[src/sv/xxtea_pkg.sv]
package xxtea_pkg;

	localparam int MAX_WORDS = 16;
	localparam int ADDR_W    = (MAX_WORDS > 2) ? $clog2(MAX_WORDS) : 1;
	localparam int CNT_W     = $clog2(MAX_WORDS + 1);
	localparam int ROUNDS_W  = $clog2(6 + 52 / 2 + 1);
	localparam int CFG_IDX_W = 3;

	localparam logic [31:0] DELTA = 32'h9e3779b9;

	localparam logic [CFG_IDX_W-1:0] CFG_KEY_0 = 3'd0;
	localparam logic [CFG_IDX_W-1:0] CFG_KEY_1 = 3'd1;
	localparam logic [CFG_IDX_W-1:0] CFG_KEY_2 = 3'd2;
	localparam logic [CFG_IDX_W-1:0] CFG_KEY_3 = 3'd3;
	localparam logic [CFG_IDX_W-1:0] CFG_MODE  = 3'd4;

	typedef struct packed {
		logic [31:0] data_word;
		logic        last_word;
	} in_item_t;

	typedef struct packed {
		logic [31:0] result_word;
		logic        result_last;
		logic        too_long;
	} out_item_t;

	typedef enum logic [2:0] {
		S_IDLE,
		S_SETUP,
		S_RD,
		S_MX,
		S_WR,
		S_OUT
	} state_t;

	// XXTEA mixing function, key word already selected
	function automatic logic [31:0] mix(input logic [31:0] y, input logic [31:0] z,
		input logic [31:0] sum, input logic [31:0] k);
		logic [31:0] a;
		logic [31:0] b;
		a = ((z >> 5) ^ (y << 2)) + ((y >> 3) ^ (z << 4));
		b = (sum ^ y) + (k ^ z);
		return a ^ b;
	endfunction

	// 6 + 52/n, as a constant lookup over the word count
	function automatic logic [ROUNDS_W-1:0] rounds_for(input logic [CNT_W-1:0] n);
		int r;
		r = 0;
		for (int q = 1; q <= 52; q++) begin
			if (q * int'(n) <= 52)
				r = q;
		end
		return ROUNDS_W'(6 + r);
	endfunction

endpackage

[src/sv/xxtea_block_cipher.sv]
// Loading accepts one item per cycle; busy stays low until the item marked last.
// A block of n >= 2 words then goes through the cipher work (one word update at a
// time through the single block RAM port pair, in the states RD, MX and WR) and n
// reads; results follow their reads in the next cycle, one per cycle. A single
// word skips the cipher work.
// The receiver cannot stall. Reset clears control, key and mode; RAM stays undefined.
module xxtea_block_cipher
	import xxtea_pkg::*;
(
	input  logic                 clk,
	input  logic                 arst_n,
	input  logic                 start,
	output logic                 busy,
	input  in_item_t             block_item,
	output logic                 result_valid,
	output out_item_t            result,
	input  logic                 cfg_valid,
	output logic                 cfg_ready,
	input  logic [CFG_IDX_W-1:0] cfg_index,
	input  logic [31:0]          cfg_data
);

	state_t state_q, state_d;

	logic [3:0][31:0]    key_q;
	logic                decrypt_q;
	logic [CNT_W-1:0]    count_q;
	logic                ovf_q;
	logic                blk_ovf_q;
	logic [CNT_W-1:0]    n_q;
	logic [31:0]         first_q;
	logic [31:0]         lastw_q;
	logic [ADDR_W-1:0]   p_q;
	logic [ROUNDS_W-1:0] rounds_q;
	logic [31:0]         sum_q;
	logic [31:0]         other_q;
	logic [31:0]         cur_q;
	logic [31:0]         nb_q;
	logic [31:0]         mix_q;
	logic [ADDR_W-1:0]   k_q;
	logic                valid_s1;
	logic                last_s1;

	logic                accept;
	logic                room;
	logic [CNT_W-1:0]    n_new;
	logic [ADDR_W-1:0]   nm1;
	logic                round_end;
	logic [ROUNDS_W-1:0] rounds_init;
	logic [31:0]         new_word;
	logic [31:0]         key_sel;

	logic                we;
	logic [ADDR_W-1:0]   waddr;
	logic [31:0]         wdata;
	logic [ADDR_W-1:0]   raddr;
	logic [31:0]         rdata;

	assign cfg_ready = 1'b1;
	assign busy      = (state_q != S_IDLE);
	assign accept    = start && !busy;
	assign room      = (count_q < CNT_W'(MAX_WORDS));
	assign n_new     = room ? count_q + 1'b1 : count_q;
	assign nm1       = ADDR_W'(n_q - 1'b1);
	assign round_end = decrypt_q ? (p_q == '0) : (p_q == nm1);
	assign rounds_init = rounds_for(n_q);
	assign key_sel   = key_q[2'(p_q) ^ sum_q[3:2]];
	assign new_word  = decrypt_q ? cur_q - mix_q : cur_q + mix_q;

	xxtea_ram #(
		.WIDTH(32),
		.DEPTH(MAX_WORDS)
	) u_store (
		.clk  (clk),
		.we   (we),
		.waddr(waddr),
		.wdata(wdata),
		.raddr(raddr),
		.rdata(rdata)
	);

	always_ff @(posedge clk or negedge arst_n) begin
		if (!arst_n)
			state_q <= S_IDLE;
		else
			state_q <= state_d;
	end

	always_comb begin
		state_d = state_q;
		we      = 1'b0;
		waddr   = p_q;
		wdata   = new_word;
		raddr   = k_q;
		unique case (state_q)
			S_IDLE: begin
				if (accept) begin
					we    = room;
					waddr = ADDR_W'(count_q);
					wdata = block_item.data_word;
					if (block_item.last_word)
						state_d = (n_new >= CNT_W'(2)) ? S_SETUP : S_OUT;
				end
			end
			S_SETUP: state_d = S_RD;
			S_RD: begin
				// neighbor word: y for encryption, z for decryption
				if (decrypt_q)
					raddr = (p_q == '0) ? nm1 : p_q - 1'b1;
				else
					raddr = (p_q == nm1) ? '0 : p_q + 1'b1;
				state_d = S_MX;
			end
			S_MX: state_d = S_WR;
			S_WR: begin
				we = 1'b1;
				if (round_end && rounds_q == ROUNDS_W'(1))
					state_d = S_OUT;
				else
					state_d = S_RD;
			end
			S_OUT: begin
				raddr = k_q;
				if (k_q == nm1)
					state_d = S_IDLE;
			end
			default: state_d = S_IDLE;
		endcase
	end

	always_ff @(posedge clk or negedge arst_n) begin
		if (!arst_n) begin
			key_q     <= '0;
			decrypt_q <= 1'b0;
			count_q   <= '0;
			ovf_q     <= 1'b0;
			blk_ovf_q <= 1'b0;
			n_q       <= '0;
			p_q       <= '0;
			rounds_q  <= '0;
			sum_q     <= '0;
			k_q       <= '0;
			valid_s1  <= 1'b0;
			last_s1   <= 1'b0;
		end else begin
			if (cfg_valid && cfg_ready) begin
				unique case (cfg_index)
					CFG_KEY_0: key_q[0] <= cfg_data;
					CFG_KEY_1: key_q[1] <= cfg_data;
					CFG_KEY_2: key_q[2] <= cfg_data;
					CFG_KEY_3: key_q[3] <= cfg_data;
					CFG_MODE:  decrypt_q <= cfg_data[0];
					default: ;
				endcase
			end

			valid_s1 <= (state_q == S_OUT);
			last_s1  <= (state_q == S_OUT) && (k_q == nm1);

			unique case (state_q)
				S_IDLE: begin
					if (accept) begin
						if (block_item.last_word) begin
							count_q   <= '0;
							ovf_q     <= 1'b0;
							blk_ovf_q <= ovf_q || !room;
							n_q       <= n_new;
							k_q       <= '0;
						end else begin
							count_q <= n_new;
							ovf_q   <= ovf_q || !room;
						end
					end
				end
				S_SETUP: begin
					rounds_q <= rounds_init;
					sum_q    <= decrypt_q ? 32'(32'(rounds_init) * DELTA) : DELTA;
					p_q      <= decrypt_q ? nm1 : '0;
				end
				S_WR: begin
					if (round_end) begin
						rounds_q <= rounds_q - 1'b1;
						sum_q    <= decrypt_q ? sum_q - DELTA : sum_q + DELTA;
						p_q      <= decrypt_q ? nm1 : '0;
					end else begin
						p_q <= decrypt_q ? p_q - 1'b1 : p_q + 1'b1;
					end
					k_q <= '0;
				end
				S_OUT: k_q <= k_q + 1'b1;
				default: ;
			endcase
		end
	end

	// datapath, no reset
	always_ff @(posedge clk) begin
		if (accept && room) begin
			if (count_q == '0)
				first_q <= block_item.data_word;
			lastw_q <= block_item.data_word;
		end
		unique case (state_q)
			S_SETUP: begin
				// encrypt keeps z in other_q, decrypt keeps y
				other_q <= decrypt_q ? first_q : lastw_q;
				cur_q   <= decrypt_q ? lastw_q : first_q;
			end
			S_MX: begin
				nb_q  <= rdata;
				mix_q <= decrypt_q ? mix(other_q, rdata, sum_q, key_sel)
				                   : mix(rdata, other_q, sum_q, key_sel);
			end
			S_WR: begin
				other_q <= new_word;
				cur_q   <= nb_q;
			end
			default: ;
		endcase
	end

	assign result_valid = valid_s1;
	assign result       = '{result_word: rdata, result_last: last_s1, too_long: blk_ovf_q};

endmodule

[src/sv/xxtea_ram.sv]
module xxtea_ram #(
	parameter int WIDTH = 32,
	parameter int DEPTH = 16
) (
	input  logic                     clk,
	input  logic                     we,
	input  logic [$clog2(DEPTH)-1:0] waddr,
	input  logic [WIDTH-1:0]         wdata,
	input  logic [$clog2(DEPTH)-1:0] raddr,
	output logic [WIDTH-1:0]         rdata
);

	logic [WIDTH-1:0] mem [DEPTH];

	always_ff @(posedge clk) begin
		if (we)
			mem[waddr] <= wdata;
		rdata <= mem[raddr];
	end

endmodule
[config.mk]
export PLATFORM = sky130hd
export DESIGN_NAME = xxtea_block_cipher
export DESIGN_NICKNAME = d
export VERILOG_FILES = /design/src/sv/xxtea_pkg.sv /design/src/sv/xxtea_block_cipher.sv /design/src/sv/xxtea_ram.sv
export SDC_FILE = /design/constraint.sdc
export NUM_CORES = 2
export LEC_CHECK = 0
export BUFFER_PORTS_ARGS = -buffer_cell sky130_fd_sc_hd__buf_2
export CORE_MARGIN = 3
export CORE_UTILIZATION = 25
export CTS_BUF_LIST = sky130_fd_sc_hd__clkbuf_8
export CTS_CLUSTER_SIZE = 20
export DETAILED_ROUTE_END_ITERATION = 8
export SYNTH_ARGS = -nofsm -noshare
export SYNTH_HDL_FRONTEND = slang
export SYNTH_HIERARCHICAL = 1
export SYNTH_SLANG_ARGS = --single-unit
[constraint.sdc]
create_clock -name clk -period 18.7 [get_ports clk]
set_input_delay 1.87 -clock clk [delete_from_list [all_inputs] [get_ports clk]]
set_output_delay 1.87 -clock clk [all_outputs]
set_load 0.02 [all_outputs]
# Word-level counts from Yosys, hierarchy flattened
# Memories as Yosys holds them, arrays and structs flattened. A register that Yosys moved wholly into a read port is not among the register bits.
# Cells that the tools add are included.
# totals
input_bits	72
ff_bits	384
wordCells	287
ram_bits	512
output_inout_bits	37
mem_count	1
# op_classes
n_mul	47
bitwise_logic	11
magnitude_cmp	55
muxes	95
addsub	15
n_eq_ne	16
reduce_logical	25
# mem_list
memory	words	width	rd	rd_ports_with_merged_regs	write_ports	line	source
u_store.mem	16	32	1	1	1	xxtea_ram.sv:13	logic [WIDTH-1:0] mem [DEPTH];
# ops
operator	n
32-bit two-way mux	10
6-bit two-way mux	41
11-bit by 6-bit less-or-equal comparator with 1-bit output (second input constant)	20
32-bit one-hot mux with 2 select lines	3
32-bit bitwise XOR	6
32-bit adder	5
10-bit by 6-bit less-or-equal comparator with 1-bit output (second input constant)	16
5-bit by 5-bit multiplier with 10-bit output (first input constant)	13
6-bit by 5-bit multiplier with 11-bit output (first input constant)	10
4-bit by 5-bit multiplier with 9-bit output (first input constant)	11
9-bit by 6-bit less-or-equal comparator with 1-bit output (second input constant)	8
32-bit binary-select mux with 2-bit select	1
4-bit two-way mux	16
27-bit by 32-bit bitwise XOR with 32-bit output	2
29-bit by 32-bit bitwise XOR with 32-bit output	2
3-bit by 5-bit multiplier with 8-bit output (first input constant)	7
2-bit by 5-bit multiplier with 7-bit output (first input constant)	5
32-bit adder (second input constant)	1
8-bit by 6-bit less-or-equal comparator with 1-bit output (second input constant)	4
6-bit by 32-bit multiplier with 32-bit output (second input constant)	1
32-bit subtractor	1
32-bit subtractor (second input constant)	1
3-bit two-way mux	9
3-bit one-hot mux with 6 select lines	1
35 further kinds	70

# Depth between registers and ports, before layout
# depth
ltp_word	57
ltp_mapped	43
depth_no_buf	42

# Hierarchy
# The synthesis kept the hierarchy.
# by_module_without_submodules
module	instances	area_per_inst_um2	cells_each	seq_area_each_um2
xxtea_block_cipher	1	37502.2	3960	10570.1
xxtea_ram	1	19835.3	838	16015.4

# Worst setup path after synthesis
# OpenSTA, ideal clock, no wires.
# synth_timing
kind	register to register
start	register n_q[1]
end	register sum_q[31]
stages_incl_launch_ff	39
setup_ns	0.099
period_less_slack_ns	10.062
path_slack_ns	8.638
arrival_time_ns	9.962
cell_sequence	dfrtp_1 inv_1 ha_1 inv_1 fa_1 inv_1 ha_1 a21o_1 a21oi_1 mux2_1 a311oi_1 o31ai_1 a221oi_1 o31a_1 o21ai_0 a21oi_1 nor2b_1 inv_1 [... 3 more ...] fa_1 inv_1 fa_1 fa_1 ha_1 o21ai_0 o21a_1 o31ai_1 a21o_1 o221a_2 nand3_1 a31oi_1 nor2_1 a21oi_1 a31o_2 a21oi_1 xnor2_1 a311oi_1
# synth_via
elab_chain_cells	57
word_cells_on_any_way	159
# synth_lines
element	line	source
start: declaration	xxtea_block_cipher.sv:30	logic [CNT_W-1:0] n_q;
start signal: assignment	xxtea_block_cipher.sv:167	n_q <= n_new;
parallel branches: the longest is 57 deep, another holds 2-bit by 5-bit multiplier with 7-bit output	-	
end signal: assignment	xxtea_block_cipher.sv:177	sum_q <= decrypt_q ? 32'(32'(rounds_init) * DELTA) : DELTA;
end signal: assignment	xxtea_block_cipher.sv:183	sum_q <= decrypt_q ? sum_q - DELTA : sum_q + DELTA;
end: declaration	xxtea_block_cipher.sv:35	logic [31:0] sum_q;
# Several ways; the timed one is not identified.
# A chain may end at the register's enable or synchronous reset.

# Worst setup path in the final report
# layout_timing
start	register n_q[0]
end	register sum_q[31]
# The elaborated chain is that of the path after synthesis.

==> flow_metrics.env <==
export IMPL_status="complete, no violations"
export IMPL_cp_slowest_stage_delay_ps=680
export IMPL_netlist_area_leader_share_pct=36.87
export IMPL_worst_slew_pin_slew_ps=1190
export IMPL_ys_warnings_count=6
export IMPL_cts_buffer_depth=3
export IMPL_slew_violations=0
export IMPL_place_gp_congestion=0.9035
export IMPL_coreArea_sq_um=227700
export IMPL_period_needed_ps=11440
export IMPL_cts_hold_buf=0
export IMPL_grt_ovfl_total=0
export IMPL_grt_pass1_wl_mm=252.1
export IMPL_grtUsageMet3_pct=1.880
export IMPL_wl_per_cell_um=20.52
export IMPL_clock_sinks=928
export IMPL_hold_path_class="reg2reg"
export IMPL_drc=0
export IMPL_postCtsSetupBuffers=0
export IMPL_fp_dieArea_sq_um=235100
export IMPL_synth_nets=5354
export IMPL_dieWidth_um=484.9
export IMPL_grt_setup_unrepaired="no"
export IMPL_synth_main_ff_cell="edfxtp_1"
export IMPL_drv_cap=0
export IMPL_cp_end_kind="flip-flop"
export IMPL_ys_top_cells_by_area="edfxtp_1 37%, ha_1 8.8%, dfrtp_1 8.4%"
export IMPL_fin_tns_setup_ps=0
export IMPL_ys_ff_latch=928
export IMPL_yosysSeqAreaShare_pct=46.37
export IMPL_nNetsFinal=5535
export IMPL_max_slew_margin_pct=20.70
export IMPL_final_util_pct=28.51
export IMPL_finalSetupViolations=0
export IMPL_syn_instance_count=4798
export IMPL_vias=39845
export IMPL_grt_use_met1_pct=18.27
export IMPL_slowest_stage="ha_1"
export IMPL_clock_root_buffer="clkbuf_8"
export IMPL_first_pass_iters=6
export IMPL_row_count=175
export IMPL_grt_usage_pct=13.85
export IMPL_cts_tree="built"
export IMPL_synth_edf_count=704
export IMPL_busiest_layer="met2"
export IMPL_postRouteAntennaNets=0
export IMPL_hold_violations=0
export IMPL_crit_family="adder cells"
export IMPL_vias_per_cell=4.904
export IMPL_io_pins=109
export IMPL_cts_resized=0
export IMPL_fin_crit_sh_pct=61.17
export IMPL_yosysTopAreaCell="edfxtp_1"
export IMPL_clock_skew_ps=61.00
export IMPL_wl_mm=166.7
export IMPL_die_h_um=484.9
export IMPL_initial_core_util_pct=25.18
export IMPL_synth_area_per_cell_sq_um=11.95
export IMPL_final_layout_size_suffix_gt1_share_pct=15.41
export IMPL_startpoint_type="flip-flop"
export IMPL_worstSetupPathType="reg2reg"
export IMPL_worstPathRequired_ps=19440
export IMPL_clock_latency_ps=880
export IMPL_async_reset_ff_share_pct=20.69
export IMPL_io_buffers=107
export IMPL_max_freq_ghz=0.08741
export IMPL_cp_buffers_inverters=6
export IMPL_grt_pass1_vias=40173
export IMPL_grt_max_degree=129
export IMPL_syn_to_final_growth_pct=13.22
export IMPL_first_iter_violations=3111
export IMPL_use_met2_pct=23.65
export IMPL_cts_made_buffers=154
export IMPL_dp_hpwl_mm=117.0
export IMPL_critPathMaxFanout=34
export IMPL_clk_pin_slew_worst_paths_ps=60
export IMPL_antenna_found_initial=29
export IMPL_cts_max_level=4
export IMPL_syn_cell_area_sq_um=57340
export IMPL_ys_types=108
export IMPL_worstPathArrival_ps=12180
[tightest hold or removal path: stages (launching register included)]
cell and delay [ps]:
edfxtp_1 320, nand2_1 40, o21ai_0 60
[state kept, by name (all words and copies together) (netlist names), 3 cells and up]
name and flops:
count_q 5, cur_q 32, first_q 32, k_q 4
key_q 128, lastw_q 32, mix_q 32, n_q 5
nb_q 32, other_q 32, p_q 4, rounds_q 6
state_q 3, sum_q 32, u_store/mem 512, u_store/rdata 32
[cell families (layout without fill, tap and decap cells)]
kind of cell / after synthesis / in the layout / share of synthesized area, %
compound gates: 1126 / 1126 / 12.74
simple gates: 975 / 975 / 8.207
flops: 928 / 928 / 46.37
xor+xnor: 526 / 526 / 8.111
fa+ha+maj: 484 / 484 / 11.61
buf+inv: 387 / 696 / 2.673
mux: 371 / 371 / 10.29
other cells: 1 / 10 / 0.006540
[layer usage]
layer  routed length [um]  up-vias
li1                     -    18386
met1                72500    20016
met2                81280     1209
met3                 8881      230
met4                 4058        4
met5                   27        -
[final timing paths]
path,from,cells past startpoint,to,slack [ps]
worst max-delay path,n_q[0]$_DFFE_PN0P_,39,sum_q[31]$_DFFE_PN0P_,7260
worst min-delay path,nb_q[2]$_DFFE_PP_,2,cur_q[2]$_DFFE_PP_,490
worst min register to register,nb_q[2]$_DFFE_PP_,2,cur_q[2]$_DFFE_PP_,490
worst max register to register,n_q[0]$_DFFE_PN0P_,39,sum_q[31]$_DFFE_PN0P_,7260
max in group asynchronous,arst_n,2,key_q[59]$_DFFE_PN0P_,16280
min in group asynchronous,arst_n,1,key_q[32]$_DFFE_PN0P_,980
[cells in the mapped netlist, drive strengths merged, types with 20 or more instances]
cell type / number
edfxtp: 704
and3: 26
clkbuf: 97
nand3: 63
o21ai: 252
inv: 227
fa: 80
or3: 23
and2: 20
ha: 404
nor4: 22
o22ai: 25
o21a: 60
a211oi: 47
mux2i: 67
buf: 62
nand2b: 38
xnor2: 256
mux4: 160
dfxtp: 32
o21bai: 34
o211ai: 25
dfrtp: 192
a21o: 101
nor3: 75
nand2: 295
a31oi: 47
a22oi: 71
nor2: 248
xor2: 268
nor2b: 68
a21oi: 295
or2: 21
mux2: 144
[layout by cell type (no fill, tap or decap), types with 76 or more instances in the layout]
master,Yosys,routed
clkbuf_8,0,174
a21o_1,101,101
fa_1,80,80
nand2_1,295,294
mux4_2,160,160
edfxtp_1,704,704
buf_4,13,76
buf_2,19,106
a21oi_1,294,291
dfrtp_1,192,191
mux2_2,142,142
o21ai_0,241,241
inv_1,225,278
nor2_1,247,231
xnor2_1,254,254
ha_1,404,404
xor2_1,268,266
[per-stage QoR]
step | cells | hold slack [ps] | cell area, sq um | setup WS, ps
finish | 8125 | 493.1 | 64910 | 7260
global route | 8123 | 506.4 | 64910 | 6314
CTS | 8116 | 470.2 | 64890 | 7317
detailed placement | 7832 | 489.9 | 61800 | 7450
global placement | 7832 | 482.0 | 61800 | 7692
floorplan | 4798 | 463.5 | 57340 | 8638
[layout make-up]
type	count	area, sq um
Fill cell	23222	162800
Tap cell	3009	3765
Timing Repair Buffer	184	1135
Antenna cell	9	22.52
Clock inverter	111	708.2
Multi-Input combinational cell	3483	29460
Inverter	228	855.8
Clock buffer	173	2381
Sequential cell	928	26590
Power is not shown: default switching activity piles up to over one toggle a cycle in this logic, so the estimate is an artifact.
